<file path="config.mk">
export PLATFORM = sky130hd
export DESIGN_NAME = vss_ctrl
export DESIGN_NICKNAME = d
export VERILOG_FILES = /design/src/rtl/core/vss_pkg.sv /design/src/rtl/core/vss_ctrl.sv
export SDC_FILE = /design/constraint.sdc
export NUM_CORES = 1
export LEC_CHECK = 0
export BUFFER_PORTS_ARGS = -buffer_cell sky130_fd_sc_hd__buf_2
export CORE_AREA = 4 4 41 43
export DETAILED_ROUTE_END_ITERATION = 8
export DIE_AREA = 0 0 45 47
export GPL_TIMING_DRIVEN = 1
export PLACE_DENSITY = 0.57
export RECOVER_POWER = 100
export REMOVE_ABC_BUFFERS = 1
export SLEW_MARGIN = 20
export SYNTH_ARGS = -nofsm -noshare
export SYNTH_HDL_FRONTEND = slang
export SYNTH_SLANG_ARGS = --single-unit
</file>
<file path="constraint.sdc">
create_clock -name clk_i -period 2.65 [get_ports clk_i]
set_input_delay 0 -clock clk_i [delete_from_list [all_inputs] [get_ports clk_i]]
set_output_delay 0 -clock clk_i [all_outputs]
set_load 0.01 [all_outputs]
</file>
<file path="src/rtl/core/vss_pkg.sv">
// ----------------------------------------------------------------------------
// vss_pkg
// Shared constants and control types for the voxel set subtract block.
// ----------------------------------------------------------------------------
package vss_pkg;

  localparam int unsigned ToolDepthDef = 64;
  localparam int unsigned WorkDepthDef = 64;

  localparam int unsigned CmdW   = 3;
  localparam int unsigned CoordW = 16;
  localparam int unsigned VoxW   = 3 * CoordW;

  // command codes carried on the input tuser
  localparam logic [CmdW-1:0] CMD_TOOL_CLR = 3'd0;
  localparam logic [CmdW-1:0] CMD_TOOL_APP = 3'd1;
  localparam logic [CmdW-1:0] CMD_WORK_CLR = 3'd2;
  localparam logic [CmdW-1:0] CMD_WORK_APP = 3'd3;
  localparam logic [CmdW-1:0] CMD_CUT      = 3'd4;

  // controller to datapath
  typedef struct packed {
    logic tool_clr;
    logic tool_app;
    logic work_clr;
    logic work_app;
    logic cut_start;   // rewind walk, drop pending survivor
    logic work_next;   // advance to next workpiece voxel
    logic scan_start;  // rewind tool scan
    logic scan_next;   // advance tool scan
    logic keep;        // write back survivor, emit the pending one
    logic finish;      // emit final result, commit new count
  } vss_ctl_t;

  // datapath to controller
  typedef struct packed {
    logic work_done;  // walk index reached the workpiece count
    logic tool_none;  // tool set empty
    logic tool_hit;   // current tool voxel equals current workpiece voxel
    logic tool_end;   // current tool voxel is the last one
    logic out_free;   // output register can take a result this cycle
  } vss_sts_t;

endpackage

</file>
<file path="src/rtl/core/vss_ctrl.sv">
// ----------------------------------------------------------------------------
// vss_ctrl
// Command decode and cut sequencer for the voxel set subtract block.
// ----------------------------------------------------------------------------
module vss_ctrl (
  input  logic                        clk_i,
  input  logic                        rst_ni,
  input  logic                        req_valid_i,
  input  logic [vss_pkg::CmdW-1:0]    req_cmd_i,
  output logic                        req_ready_o,
  input  vss_pkg::vss_sts_t           sts_i,
  output vss_pkg::vss_ctl_t           ctl_o
);

  localparam logic [2:0] ST_IDLE   = 3'd0;
  localparam logic [2:0] ST_W_RD   = 3'd1;
  localparam logic [2:0] ST_W_CHK  = 3'd2;
  localparam logic [2:0] ST_T_RD   = 3'd3;
  localparam logic [2:0] ST_T_CMP  = 3'd4;
  localparam logic [2:0] ST_KEEP   = 3'd5;
  localparam logic [2:0] ST_FINISH = 3'd6;

  logic [2:0] state_q, state_d;
  logic       accept;

  assign req_ready_o = (state_q == ST_IDLE);
  assign accept      = req_valid_i && req_ready_o;

  always_comb begin
    state_d = state_q;
    ctl_o   = '0;
    case (state_q)
      ST_IDLE: begin
        if (accept) begin
          case (req_cmd_i)
            vss_pkg::CMD_TOOL_CLR: ctl_o.tool_clr = 1'b1;
            vss_pkg::CMD_TOOL_APP: ctl_o.tool_app = 1'b1;
            vss_pkg::CMD_WORK_CLR: ctl_o.work_clr = 1'b1;
            vss_pkg::CMD_WORK_APP: ctl_o.work_app = 1'b1;
            vss_pkg::CMD_CUT: begin
              ctl_o.cut_start = 1'b1;
              state_d         = ST_W_RD;
            end
            default: ;
          endcase
        end
      end
      ST_W_RD: begin
        // read of the workpiece voxel is in flight
        if (sts_i.work_done) begin
          state_d = ST_FINISH;
        end else begin
          state_d = ST_W_CHK;
        end
      end
      ST_W_CHK: begin
        if (sts_i.tool_none) begin
          state_d = ST_KEEP;
        end else begin
          ctl_o.scan_start = 1'b1;
          state_d          = ST_T_RD;
        end
      end
      ST_T_RD: begin
        state_d = ST_T_CMP;
      end
      ST_T_CMP: begin
        if (sts_i.tool_hit) begin
          // drop this workpiece voxel
          ctl_o.work_next = 1'b1;
          state_d         = ST_W_RD;
        end else if (sts_i.tool_end) begin
          state_d = ST_KEEP;
        end else begin
          ctl_o.scan_next = 1'b1;
          state_d         = ST_T_RD;
        end
      end
      ST_KEEP: begin
        if (sts_i.out_free) begin
          ctl_o.keep      = 1'b1;
          ctl_o.work_next = 1'b1;
          state_d         = ST_W_RD;
        end
      end
      ST_FINISH: begin
        if (sts_i.out_free) begin
          ctl_o.finish = 1'b1;
          state_d      = ST_IDLE;
        end
      end
      default: begin
        state_d = ST_IDLE;
      end
    endcase
  end

  always_ff @(posedge clk_i or negedge rst_ni) begin
    if (!rst_ni) begin
      state_q <= ST_IDLE;
    end else begin
      state_q <= state_d;
    end
  end

endmodule

</file>
==> results of run 1 <==
[power by group through the flow]
stage	Sequential (mW)	Clock, mW	Combinational, mW
6_report	0.124	0.0821	0.195
5_1_grt	0.130	0.0915	0.216
4_1_cts	0.130	0.0854	0.220
3_5_place_dp	0.130	0	0.217
3_3_place_gp	0.129	0	0.214
2_1_floorplan	0.120	0	0.157
[cells in the final DEF, fill, tap and decap left out, types with 2 or more instances in the layout]
master	n
a21oi_1	2
buf_2	12
clkbuf_1	10
clkbuf_4	3
dfrtp_1	3
nand2b_1	2
nor2_1	10
nor3_1	5
[worst max-delay path: cells and delay by family (launching register included)]
kind / cells / cell delay [ns]
and+or+nand+nor: 2 / 0.51
buffers and inverters: 1 / 0.19
DFF: 1 / 0.48
[cells by family after synthesis]
kind of cell,synth area share
AOI/OAI and AO/OA,0.176
and+or+nand+nor,0.456
buffers and inverters,0.107
muxes,0.0307
DFF,0.230
[metrics by stage]
step | hold slack [ns] | area (µm²) | instances | worst slack (ns)
2_1_floorplan | -0.296 | 299 | 38 | 1.49
3_3_place_gp | -0.201 | 423 | 74 | 1.45
3_5_place_dp | -0.203 | 423 | 74 | 1.42
4_1_cts | 0.0732 | 459 | 79 | 1.30
5_1_grt | 0.113 | 427 | 79 | 1.17
6_report | 0.0964 | 427 | 79 | 1.23
[layout make-up]
cell class | count | area, µm² | area share
multi-input cells | 33 | 195 | 0.457
inverters | 2 | 7.51 | 0.0176
flip-flops and latches | 3 | 75.1 | 0.176
clock buffers | 4 | 26.3 | 0.0616
repair buffers | 22 | 104 | 0.243
well taps | 15 | 18.8 | 0.0440
[what timing repair did]
item,in CTS,in global routing
hold buffers,1,0
endpoints found under the hold margin,3,0
gates resized for setup,0,0
[final timing paths]
kind                               to  cells past startpoint
max                          ctl_o[2]                      3
min                        state_q[1]                      2
max reg2reg                state_q[1]                      3
min reg2reg                state_q[0]                      1
max in group asynchronous  state_q[0]                      2
min in group clk_i         state_q[2]                      3
[routing by layer]
metal	up-vias	part of all wire	wire, µm
met4	0	0.033	31
met2	19	0.44	412
met5	-	0	0
li1	192	-	-
met1	160	0.43	402
met3	4	0.086	80
==> impl_metrics.py, run 1 <==
metrics = {
    "clock_network": {
        "clkTransAtPathRegs_ns": 0.04,
        "cts_setup_buffers": 0,
        "clock_sinks": 3,
        "cts_buffers": 3,
        "clockBufferDepth": 2,
        "h-tree-depth": 1,
        "root_buffer": "clkbuf_4",
        "cts_tree": "built",
        "clk_latency_ns": 0.23,
    },
    "critical_path": {
        "critPathMaxStageDelay_ns": 0.48,
        "worstReg2RegStart": "state_q[0]",
        "critical_path_class": "reg2out",
        "required_ns": 2.65,
        "r2r_setup_slack_ns": 1.37,
        "cp.arrival_ns": 1.42,
        "cp_cell_sequence": "nor3_4 -> nor3b_1 -> buf_2",
        "crit_path_end_kind": "output pin",
        "crit_start": "state_q[0]",
        "slowest_stage": "dfrtp_1",
        "path_max_fanout": 8,
        "start_kind": "flip-flop",
    },
    "power": {
        "power_mw": 0.401,
        "switching_share": 0.459,
        "clkPwrFrac": 0.205,
        "combinationalPowerShare": 0.485,
        "peakVddDrop_mv": 0.464,
        "power_switching_mw": 0.184,
        "seq_power_share": 0.310,
        "power.leakage_nw": 0.199,
        "powerDensity_nw_per_um2": 939,
        "p_int_mw": 0.217,
    },
    "floorplanning": {
        "core-area_um2": 1300,
        "chipHeight_um": 47,
        "io_pins": 22,
        "fp-row-count": 13,
        "dieArea_um2": 2120,
        "die_x_um": 45,
        "start_util": 0.251,
    },
    "timing": {
        "min_period_ns": 1.42,
        "fin_setup_tns_ns": 0,
        "final_hold_viol_count": 0,
        "skew_ns": 0.000230,
        "slew_headroom": 0.785,
        "rsz0062_at_grt": "no",
        "finalMaxSlewViolations": 0,
        "tightest_slew_ns": 0.322,
        "finalSetupViolCount": 0,
        "clock.fmax_mhz": 704,
        "period_share": 0.536,
    },
    "grt": {
        "top_usage_layer": "met2",
        "antenna_found_initial": 0,
        "grt_usage": 0.0959,
        "use_met2": 0.147,
        "grt.overflow.total": 0,
        "grt_util_met3": 0.0115,
        "grt_pass1_wl_um": 1390,
        "grtUsageMet1": 0.110,
        "grt_pass1_vias": 339,
        "grt_max_degree": 10,
    },
    "route": {
        "vias": 375,
        "wl_um": 926,
        "first_iter_violations": 16,
        "ant_nets": 0,
        "drc_errors": 0,
        "wl_per_cell_um": 11.7,
        "firstDrtPassIters": 3,
        "vias_per_cell": 4.75,
    },
    "cells_and_area": {
        "syn_to_final_growth_pct": 30.7,
        "top_regs": "state_q: 3 flops",
        "regMostFlops": "state_q",
        "final_core_util": 0.328,
        "num-nets-final": 76,
        "drive_gt1_frac": 0.281,
        "largest_reg_flops": 3,
        "n_antenna_cell": 0,
        "fill_cells": 165,
    },
    "yosys": {
        "synth_edf_count": 0,
        "ys_ff_latch": 3,
        "yosysSeqAreaShare": 0.230,
        "ys.flop_type": "dfrtp_1",
        "synthTopCellsByCount": "10 x nor2_1, 4 x nor3_1, 3 x dfrtp_1",
        "synth_cells": 41,
        "syn_area_per_cell_um2": 7.96,
        "yosys-top-cells-area": "dfrtp_1 23%, nor2_1 11%, buf_6 6.9%",
        "synth_area_um2": 327,
        "yosysTopAreaCellShare": 0.230,
        "yosysTopAreaCell": "dfrtp_1",
        "synth_warnings": 0,
        "async_reset_ff_frac": 1.00,
        "yosysMostFrequentCell": "nor2_1",
        "synth_cell_types": 25,
    },
    "min_path": {
        "hold_class": "in2async",
    },
    "place": {
        "gp_congestion": 0.810,
        "place.port_buffers": 21,
        "dp_hpwl_um": 740,
    },
    "job": {
        "cap_violations": 0,
    },
    "status": {
        "status": "completed",
    },
}
Note: power is estimated with default switching activity, not from simulation.
==> run 2, diff against run 1 <==
--- a/config.mk
+++ b/config.mk
@@ -10,7 +10,7 @@
 export DETAILED_ROUTE_END_ITERATION = 8
 export DIE_AREA = 0 0 45 47
 export GPL_TIMING_DRIVEN = 1
-export PLACE_DENSITY = 0.57
+export PLACE_DENSITY = 0.59
 export RECOVER_POWER = 100
 export REMOVE_ABC_BUFFERS = 1
 export SLEW_MARGIN = 20
==> constraint.sdc (replaced) <==
create_clock -name clk_i -period 1.2 [get_ports clk_i]
set_input_delay 0 -clock clk_i [delete_from_list [all_inputs] [get_ports clk_i]]
set_output_delay 0 -clock clk_i [all_outputs]
set_load 0.01 [all_outputs]
==> run 2 against run 1 <==
The run now ends with negative setup slack left. Via count rose by 7.2%. Flip-flop and latch count did not move. Sequential share of layout area fell by 3.3 points. Critical path type unchanged. Clock-buffer cell count did not move. Largest power group unchanged. First-iteration DRC count fell by 81%. Worst hold slack improved by 0.00059 ns. Clock skew rose by 0.0034 ns. Wire length rose by 0.43%. Design area rose by 29%. Sequential power rose by 90%. Setup slack got worse by 1.3 ns. Clock power rose by 120%.
==> impl_metrics.py, run 2 (synthesis results as in run 1) <==
metrics = {
    "cells_and_area": {
        "num-nets-final": 83,
        "n_antenna_cell": 0,
        "layout_common_cells": "19 x buf_2, 9 x nor2_1, 4 x buf_4",
        "fill_cells": 138,
        "final_core_util": 0.424,
        "top_regs": "state_q: 3 flops",
        "register_area_um2": 78.8,
        "largest_reg_flops": 3,
        "design_area_um2": 552,
        "drive_gt1_frac": 0.606,
        "final_common_cell": "buf_2",
        "finalNonFillerCells": 86,
        "syn_to_final_growth_pct": 69.0,
        "multi_input_area_um2": 234,
        "regMostFlops": "state_q",
    },
    "critical_path": {
        "slowest_stage": "dfrtp_2",
        "crit_path_end_kind": "output pin",
        "critPathMaxStageDelay_ns": 0.41,
        "critical_path_buf_inv_count": 2,
        "cp.arrival_ns": 1.31,
        "critical_path_class": "reg2out",
        "path_max_fanout": 4,
        "cp_cell_sequence": "buf_6 -> nor3_4 -> nor3b_2 -> buf_2",
        "path_delay_family": "flip-flops",
        "required_ns": 1.20,
        "start_kind": "flip-flop",
    },
    "route": {
        "first_iter_violations": 3,
        "vias_per_cell": 4.67,
        "vias": 402,
        "drc_errors": 0,
        "wl_um": 930,
        "ant_nets": 0,
        "wl_per_cell_um": 10.8,
        "firstDrtPassIters": 2,
    },
    "power": {
        "peakVddDrop_mv": 1.20,
        "power_mw": 1.20,
        "powerDensity_nw_per_um2": 2180,
        "power.leakage_nw": 0.282,
    },
    "timing": {
        "fin_setup_tns_ns": -0.370,
        "min_period_ns": 1.31,
        "tightest_slew_ns": 0.212,
        "clock.fmax_mhz": 766,
        "whs_ns": 0.0970,
        "final_hold_viol_count": 0,
        "skew_ns": 0.00360,
        "period_share": 1.09,
        "slew_headroom": 0.858,
        "final.setup.worst_slack_ns": -0.106,
        "finalMaxSlewViolations": 0,
        "rsz0062_at_grt": "yes",
        "finalSetupViolCount": 7,
    },
    "place": {
        "place_ws_ns": 0.0518,
        "gp_congestion": 0.793,
        "dp_hpwl_um": 677,
        "dp.cells": 76,
        "place.port_buffers": 21,
        "placed_cell_area_um2": 438,
    },
    "clock_network": {
        "clock_sinks": 3,
        "cts_buffers": 3,
        "cts_tree": "built",
        "clkTransAtPathRegs_ns": 0.04,
        "clockBufferDepth": 2,
        "h-tree-depth": 1,
        "clk_latency_ns": 0.24,
        "root_buffer": "clkbuf_4",
    },
    "floorplanning": {
        "dieArea_um2": 2120,
        "chipHeight_um": 47,
        "core-area_um2": 1300,
        "die_x_um": 45,
        "fp-row-count": 13,
        "io_pins": 22,
        "start_util": 0.251,
    },
    "grt": {
        "grt_max_degree": 9,
        "grt.overflow.total": 0,
        "antenna_found_initial": 0,
        "grt_usage": 0.0942,
        "grt_pass1_vias": 343,
        "grt_pass1_wl_um": 1400,
    },
    "job": {
        "cap_violations": 0,
    },
    "min_path": {
        "hold_class": "in2async",
    },
    "status": {
        "violations": "negative setup slack",
        "status": "finished, violations left",
    },
}
==> run 2: changes by cell type in the layout (fill, tap and decap cells not counted), sizes merged <==
cell | previous run | this run
clkbuf | 13 | 6
buf | 12 | 26
==> run 2: timing repair <==
action | 4_1_cts | 5_1_grt
gates resized for setup | 7 | 2
setup endpoints to repair | 7 | 11
pin swaps | 5 | 3
buffers inserted | 4 | 1
hold endpoints to repair | 3 | 0
hold buffers | 1 | 0
==> run 2: power breakdown <==
| group | switching (mW) | internal (mW) | leakage [nW] |
|---|---|---|---|
| Sequential | 0.0749 | 0.161 | 0.0336 |
| Clock | 0.0578 | 0.125 | 0.0150 |
| Combinational | 0.362 | 0.424 | 0.234 |
| Total | 0.495 | 0.710 | 0.282 |
==> run 2: path summary, 6_finish.rpt <==
check | startpoint | end | slack, ns | cells after the start
min in group clk_i | req_cmd_i[2] | state_q[0] | 0.13 | 3
worst min register to register | state_q[2] | state_q[0] | 0.58 | 1
worst max-delay path | state_q[1] | ctl_o[2] | -0.11 | 4
worst min-delay path | rst_ni | state_q[1] | 0.1 | 2
worst max register to register | state_q[0] | state_q[2] | 0 | 5
max in group asynchronous | rst_ni | state_q[0] | 0.93 | 2
==> run 2: per-layer routing <==
layer | wire, µm | part of all wire | global-route usage | up-vias
met2 | 461 | 0.50 | 0.144 | 16
met1 | 380 | 0.41 | 0.114 | 180
li1 | - | - | - | 204
met3 | 72 | 0.077 | 0.0115 | 2
met4 | 15 | 0.016 | 0.0877 | 0
met5 | 0 | 0 | 0 | -
==> run 2: area by class of cell <==
type,count,share of cell area
Timing Repair Buffer,29,0.338
Tap cell,15,0.0340
Sequential cell,3,0.143
Clock buffer,4,0.0476
Inverter,2,0.0136
Multi-Input combinational cell,33,0.424
